<file path="config.mk">
export PLATFORM = sky130hd
export DESIGN_NAME = k_smallest_selector
export DESIGN_NICKNAME = d
export VERILOG_FILES = /design/src/rtl/ksel_pkg.sv /design/src/rtl/ksel_cell.sv /design/src/rtl/k_smallest_selector.sv
export SDC_FILE = /design/constraint.sdc
export NUM_CORES = 2
export LEC_CHECK = 0
export ABC_CLOCK_PERIOD_IN_PS = 14680
export BUFFER_PORTS_ARGS = -buffer_cell sky130_fd_sc_hd__buf_2
export CORE_ASPECT_RATIO = 1.2
export CORE_MARGIN = 2
export CORE_UTILIZATION = 45
export DETAILED_ROUTE_END_ITERATION = 7
export GPL_TIMING_DRIVEN = 1
export PLACE_DENSITY = 0.71
export SETUP_SLACK_MARGIN = 0.2
export SLEW_MARGIN = 5
export SYNTH_ARGS = -nofsm -noshare
export SYNTH_HDL_FRONTEND = slang
export SYNTH_SLANG_ARGS = --single-unit
</file>
<file path="constraint.sdc">
create_clock -name clk -period 14.68 [get_ports clk]
set_clock_uncertainty 0.05 [all_clocks]
set_input_delay 3.67 -clock clk [delete_from_list [all_inputs] [get_ports clk]]
set_output_delay 3.67 -clock clk [all_outputs]
set_load 0.005 [all_outputs]
</file>
<file path="src/rtl/ksel_pkg.sv">
// Shared types for the k-smallest selector.
// Holds the cell entry and the per-cycle control word broadcast along the cell chain.
// No dependencies.
package ksel_pkg;

	localparam int SCORE_W = 32;
	localparam int ID_W    = 16;
	localparam int KCFG_W  = 5;

	localparam logic [KCFG_W-1:0] K_RESET = KCFG_W'(16);

	typedef struct packed {
		logic                      occ;
		logic signed [SCORE_W-1:0] score;
		logic [ID_W-1:0]           id;
	} ksel_entry_t;

	typedef struct packed {
		logic        insert;
		logic        shift;
		ksel_entry_t item;
	} ksel_ctl_t;

endpackage

</file>
<file path="src/rtl/ksel_cell.sv">
// One compare-and-shift cell of the sorted selection chain.
// Holds one (score, id) entry; takes the new item, its upper neighbor or its lower neighbor.
// Depends on ksel_pkg.
module ksel_cell import ksel_pkg::*; (
	input  logic        clk,
	input  logic        arst_n,
	input  logic        en,
	input  ksel_ctl_t   ctl,
	input  ksel_entry_t prev,
	input  logic        prev_ins,
	input  ksel_entry_t next,
	output ksel_entry_t entry,
	output logic        ins
);

	logic                      occ_q;
	logic signed [SCORE_W-1:0] score_q;
	logic [ID_W-1:0]           id_q;
	ksel_entry_t               nxt;

	assign entry = '{occ: occ_q & en, score: score_q, id: id_q};
	assign ins   = en & (~entry.occ | ($signed(ctl.item.score) < score_q));

	// hold the entry while disabled; drop it on the next input transfer
	always_comb begin
		nxt = '{occ: occ_q, score: score_q, id: id_q};
		if (!en) begin
			if (ctl.insert) begin
				nxt.occ = 1'b0;
			end
		end else if (ctl.insert && ins) begin
			nxt = prev_ins ? prev : ctl.item;
		end else if (ctl.shift) begin
			nxt = next;
		end
	end

	always_ff @(posedge clk or negedge arst_n) begin
		if (!arst_n) begin
			occ_q <= 1'b0;
		end else begin
			occ_q <= nxt.occ;
		end
	end

	always_ff @(posedge clk) begin
		score_q <= nxt.score;
		id_q    <= nxt.id;
	end

endmodule

</file>
<file path="src/rtl/k_smallest_selector.sv">
// Streaming k-smallest selector: a row of MAX_K sorted cells, one entry each.
// Throughput: one non-final item per cycle while in_stall is low; each is absorbed at
// its transfer edge. A final item is absorbed the same way; its list follows from the
// next cycle on, one result per cycle from the head cell while out_stall is low;
// n = min(max(k, 1), MAX_K, items since last list) results. Input stalls while a list
// is out. Reset empties all cells, sets k_q to 16; stored scores/ids are not cleared.
module k_smallest_selector import ksel_pkg::*; #(
	parameter int MAX_K = 16
) (
	input  logic                      clk,
	input  logic                      arst_n,
	input  logic                      in_valid,
	output logic                      in_stall,
	input  logic signed [SCORE_W-1:0] score,
	input  logic [ID_W-1:0]           doc_id,
	input  logic                      final_item,
	output logic                      out_valid,
	input  logic                      out_stall,
	output logic [ID_W-1:0]           out_id,
	output logic signed [SCORE_W-1:0] out_score,
	output logic                      out_last,
	input  logic                      cfg_valid,
	output logic                      cfg_ready,
	input  logic [KCFG_W-1:0]         k_in_use
);

	logic [KCFG_W-1:0] k_q;
	logic              emit_q;
	ksel_ctl_t         ctl;
	ksel_entry_t       cell_ent [MAX_K+1];
	logic              cell_ins [MAX_K];
	logic [MAX_K-1:0]  occ_vec;
	logic              in_xfer;
	logic              out_xfer;

	assign cfg_ready = 1'b1;
	assign in_stall  = emit_q;
	assign out_valid = emit_q;
	assign in_xfer   = in_valid & ~in_stall;
	assign out_xfer  = out_valid & ~out_stall;

	assign ctl = '{insert: in_xfer, shift: out_xfer,
		item: '{occ: 1'b1, score: score, id: doc_id}};

	assign cell_ent[MAX_K] = '0;

	for (genvar i = 0; i < MAX_K; i++) begin : g_cell
		logic        en;
		ksel_entry_t prev;
		logic        prev_ins;

		assign en = (i == 0) || (32'(k_q) > i);
		if (i == 0) begin : g_head
			assign prev     = '0;
			assign prev_ins = 1'b0;
		end else begin : g_body
			assign prev     = cell_ent[i-1];
			assign prev_ins = cell_ins[i-1];
		end

		ksel_cell u_cell (
			.clk      (clk),
			.arst_n   (arst_n),
			.en       (en),
			.ctl      (ctl),
			.prev     (prev),
			.prev_ins (prev_ins),
			.next     (cell_ent[i+1]),
			.entry    (cell_ent[i]),
			.ins      (cell_ins[i])
		);

		assign occ_vec[i] = cell_ent[i].occ;
	end

	assign out_id    = cell_ent[0].id;
	assign out_score = cell_ent[0].score;
	assign out_last  = ~cell_ent[1].occ;

	always_ff @(posedge clk or negedge arst_n) begin
		if (!arst_n) begin
			k_q    <= K_RESET;
			emit_q <= 1'b0;
		end else begin
			if (cfg_valid && cfg_ready) begin
				k_q <= k_in_use;
			end
			if (in_xfer && final_item) begin
				emit_q <= 1'b1;
			end else if (out_xfer && out_last) begin
				emit_q <= 1'b0;
			end
		end
	end

	a_emit_nonempty: assert property (@(posedge clk) disable iff (!arst_n)
		out_valid |-> cell_ent[0].occ)
		else $error("list transfer from an empty head cell");

	a_occ_packed: assert property (@(posedge clk) disable iff (!arst_n)
		((occ_vec >> 1) & ~occ_vec) == '0)
		else $error("occupied cells not contiguous from the head");

	a_final_emits: assert property (@(posedge clk) disable iff (!arst_n)
		in_xfer && final_item |=> out_valid)
		else $error("final item did not start a list");

	a_last_ends: assert property (@(posedge clk) disable iff (!arst_n)
		out_xfer && out_last |=> !out_valid && occ_vec == '0)
		else $error("cells not empty after the last transfer");

endmodule
</file>
==> impl_metrics.env <==
export IMPL_post_route_util=0.491
export IMPL_drv_cap=0
export IMPL_cts_resized_gates=0
export IMPL_crit_type="input port to register"
export IMPL_cts_tree="yes"
export IMPL_drive_gt1_frac=0.0827
export IMPL_layoutNonFillerInstCount=6864
export IMPL_place_congestion=0.889
export IMPL_cts_made_buffers=86
export IMPL_grt_pass1_vias=40917
export IMPL_setup_violations_final=0
export IMPL_finalNetCount=5818
export IMPL_worstReg2RegStart="g_cell[0].u_cell.score_q[1]"
export IMPL_path_cells="buf_2 -> ha_1 -> a2111oi_0 -> buf_4 -> o31ai_1 -> o311a_1 -> o21a_1 -> o21ai_4 -> nand2_4 -> nand2_2 -> buf_4"
export IMPL_post_synth_top_count_cell="edfxtp_1"
export IMPL_remaining_drc_errors=0
export IMPL_synth_compound_area_frac=0.130
export IMPL_cts_htree_levels=3
export IMPL_cp_slowest_cell="o21ai_4"
export IMPL_avgSynthCellArea_um2=9.91
export IMPL_holdBufCountCts=0
export IMPL_ys_seq_elements=790
export IMPL_ys_flop_type="edfxtp_1"
export IMPL_antenna_found_initial=2
export IMPL_syn_area_um2=53000
export IMPL_avgRoutedWirePerCell_um=21.7
export IMPL_synth_fa_ha_area_frac=0.117
export IMPL_drv_slew=0
export IMPL_synth_xor_area_frac=0.000330
export IMPL_synth_warnings=0
export IMPL_yosysTopAreaCell="edfxtp_1"
export IMPL_hold_class="register to register"
export IMPL_rows=137
export IMPL_fin_tns_setup_ns=0
export IMPL_fp_coreArea_um2=117000
export IMPL_vias=40985
export IMPL_drt_iter0_drc=3647
export IMPL_cp_endpoint="g_cell[0].u_cell.score_q[4]"
export IMPL_peakVddDrop_mv=0.124
export IMPL_reg2reg_depth=11
export IMPL_hold_viol_final=0
export IMPL_dp_slack_ns=5.15
export IMPL_cts_sinks=790
export IMPL_cts_buffer_depth=3
export IMPL_synth_area_mux_share=0.138
export IMPL_yosysSeqAreaShare=0.445
export IMPL_syn_nets=5905
export IMPL_crit_start="score[1]"
export IMPL_r2r_slack_ns=8.92
export IMPL_antenna_cells=0
export IMPL_synthTopCellsByCount="edfxtp_1, mux2i_1, a21oi_1, nor2_1, inv_1"
export IMPL_cts_reportedPaths_clkPinSlew_ns=0.06
export IMPL_outcome="finished, final reports clean"
export IMPL_yosysUniqueCellTypes=81
export IMPL_hpwl_mm=101
export IMPL_ios=111
export IMPL_startpoint_type="input port"
export IMPL_max_stage_delay_ns=0.89
export IMPL_insertion_delay_ns=0.69
export IMPL_yosys_area_share_simple=0.100
export IMPL_die_h_um=380
export IMPL_rr_endpoint="g_cell[0].u_cell.score_q[4]"
export IMPL_rsz0062_at_grt="false"
export IMPL_dieArea_um2=121000
export IMPL_synthTopCellsByArea="edfxtp_1, mux2i_1, ha_1, a21oi_1, nor2_1"
export IMPL_worstMarginPinSlew_ns=1.29
export IMPL_finalCriticalPeriod_ns=8.91
export IMPL_worstPathRequired_ns=14.94
export IMPL_post_cts_buffers=0
export IMPL_async_flop_share=0.0278
export IMPL_drtPass1Iterations=6
export IMPL_die_x_um=317
export IMPL_crit_fanout=49
export IMPL_synth_top_family_by_area="multiplexers"
export IMPL_leakagePower_nw=25.4
export IMPL_grt_ovfl_total=0
export IMPL_io_buffers=109
export IMPL_crit_arrival_ns=9.17
export IMPL_slew_headroom=0.137
export IMPL_place_inst=6704
export IMPL_cts_root_buf="clkbuf_16"
export IMPL_post_route_period_util=0.607
export IMPL_grt_usage=0.242
export IMPL_ant_nets=0
export IMPL_crit_top_cell="buf_4"
export IMPL_start_util=0.455
export IMPL_grt_pass1_wl_mm=231
export IMPL_fillers=10655
export IMPL_area_growth_pct=7.94
export IMPL_synth_top_area_share=0.435
export IMPL_vias_per_cell=5.97
export IMPL_synth_edf_count=768
export IMPL_worst_slack_ns=5.77
export IMPL_routed_wl_mm=149
export IMPL_grt_start_max_net_pins=99
export IMPL_endpoint_kind="register"
export IMPL_synth_cells=5350
export IMPL_power_density_nw_per_um2=225
export IMPL_max_freq_mhz=112
-- worst max-delay path, delay by kind of cell --
family | cells | cell delay (ns)
AO/OA/AOI/OAI | 5 | 2.04
buffers and inverters | 3 | 1.39
AND/OR/NAND/NOR | 2 | 1.63
adder cells (fa/ha/maj) | 1 | 0.36
-- cell families (layout without fill, tap and decap cells) --
kind of cell | Yosys count | after routing
adders and majority gates | 496 | 496
xor gates and xnor gates | 2 | 2
buffers and inverters | 870 | 855
AOI/OAI and AO/OA | 1224 | 1224
and+or+nand+nor | 1252 | 1252
DFF | 790 | 790
muxes | 715 | 715
other | 1 | 1
-- routing by layer --
| layer | track usage | vias to the layer above | part of all wire |
|---|---|---|---|
| met5 | 0 | - | 0.000087 |
| met3 | 0.0326 | 314 | 0.065 |
| li1 | - | 19024 | - |
| met1 | 0.325 | 20191 | 0.43 |
| met2 | 0.391 | 1454 | 0.47 |
| met4 | 0.101 | 2 | 0.042 |
-- through the flow --
stage          power, W  hold WS [ns]  area [um^2]
3_3_place_gp     0.0105         0.468        54600
3_5_place_dp     0.0107         0.486        54600
5_1_grt          0.0137         0.499        57200
4_1_cts          0.0128         0.498        57200
2_1_floorplan   0.00894         0.458        53000
6_report         0.0129         0.495        57200
-- state kept, by name, summed over array words and instances, names as in the netlist --
name,cells
in_stall,1
k_q,5
g_cell.u_cell.occ_q,16
g_cell.u_cell.id_q,256
g_cell.u_cell.score_q,512
-- how the worst min path moves through the flow --
stage,from,end,cells after the start
6_report,g_cell[15].u_cell.id_q[5],g_cell[14].u_cell.id_q[5],1
5_1_grt,g_cell[15].u_cell.id_q[5],g_cell[14].u_cell.id_q[5],1
4_1_cts,g_cell[15].u_cell.id_q[5],g_cell[14].u_cell.id_q[5],1
3_5_place_dp,g_cell[15].u_cell.id_q[2],g_cell[14].u_cell.id_q[2],1
3_3_place_gp,g_cell[15].u_cell.id_q[0],g_cell[14].u_cell.id_q[0],1
2_1_floorplan,g_cell[15].u_cell.id_q[0],g_cell[14].u_cell.id_q[0],1
-- area by class of cell --
| cell class | count | area [um^2] | share of cell area |
|---|---|---|---|
| multi-input combinational | 3690 | 26100 | 0.455 |
| sequential | 790 | 23600 | 0.413 |
| clock buffer | 116 | 2300 | 0.0401 |
| inverter | 513 | 1930 | 0.0336 |
| tap | 1529 | 1910 | 0.0334 |
| timing repair buffer | 182 | 1090 | 0.0191 |
| clock inverter | 44 | 338 | 0.00590 |
-- layout by cell type (no fill, tap or decap), drive strengths merged, types with 7 or more instances in the layout --
master / n
buf: 182
o21ai: 323
and4: 10
nor3: 28
nand4: 66
nor4: 14
nor2b: 10
o21a: 15
dfrtp: 21
a221oi: 14
ha: 496
a31oi: 57
nor2: 563
nor3b: 7
a22oi: 35
inv: 517
edfxtp: 768
nand2: 428
a2111oi: 9
mux2i: 627
a21oi: 626
a211oi: 26
mux2: 88
a21o: 40
clkbuf: 116
o211ai: 14
nand2b: 31
nand3: 62
clkinv: 36
-- where the power goes --
group	leakage, nW	internal, W	switching [W]
combinational	16.6	0.00223	0.00374
sequential	7.52	0.00404	0.000729
clock	1.30	0.00117	0.000963
Power figures use the tool's default switching activity.
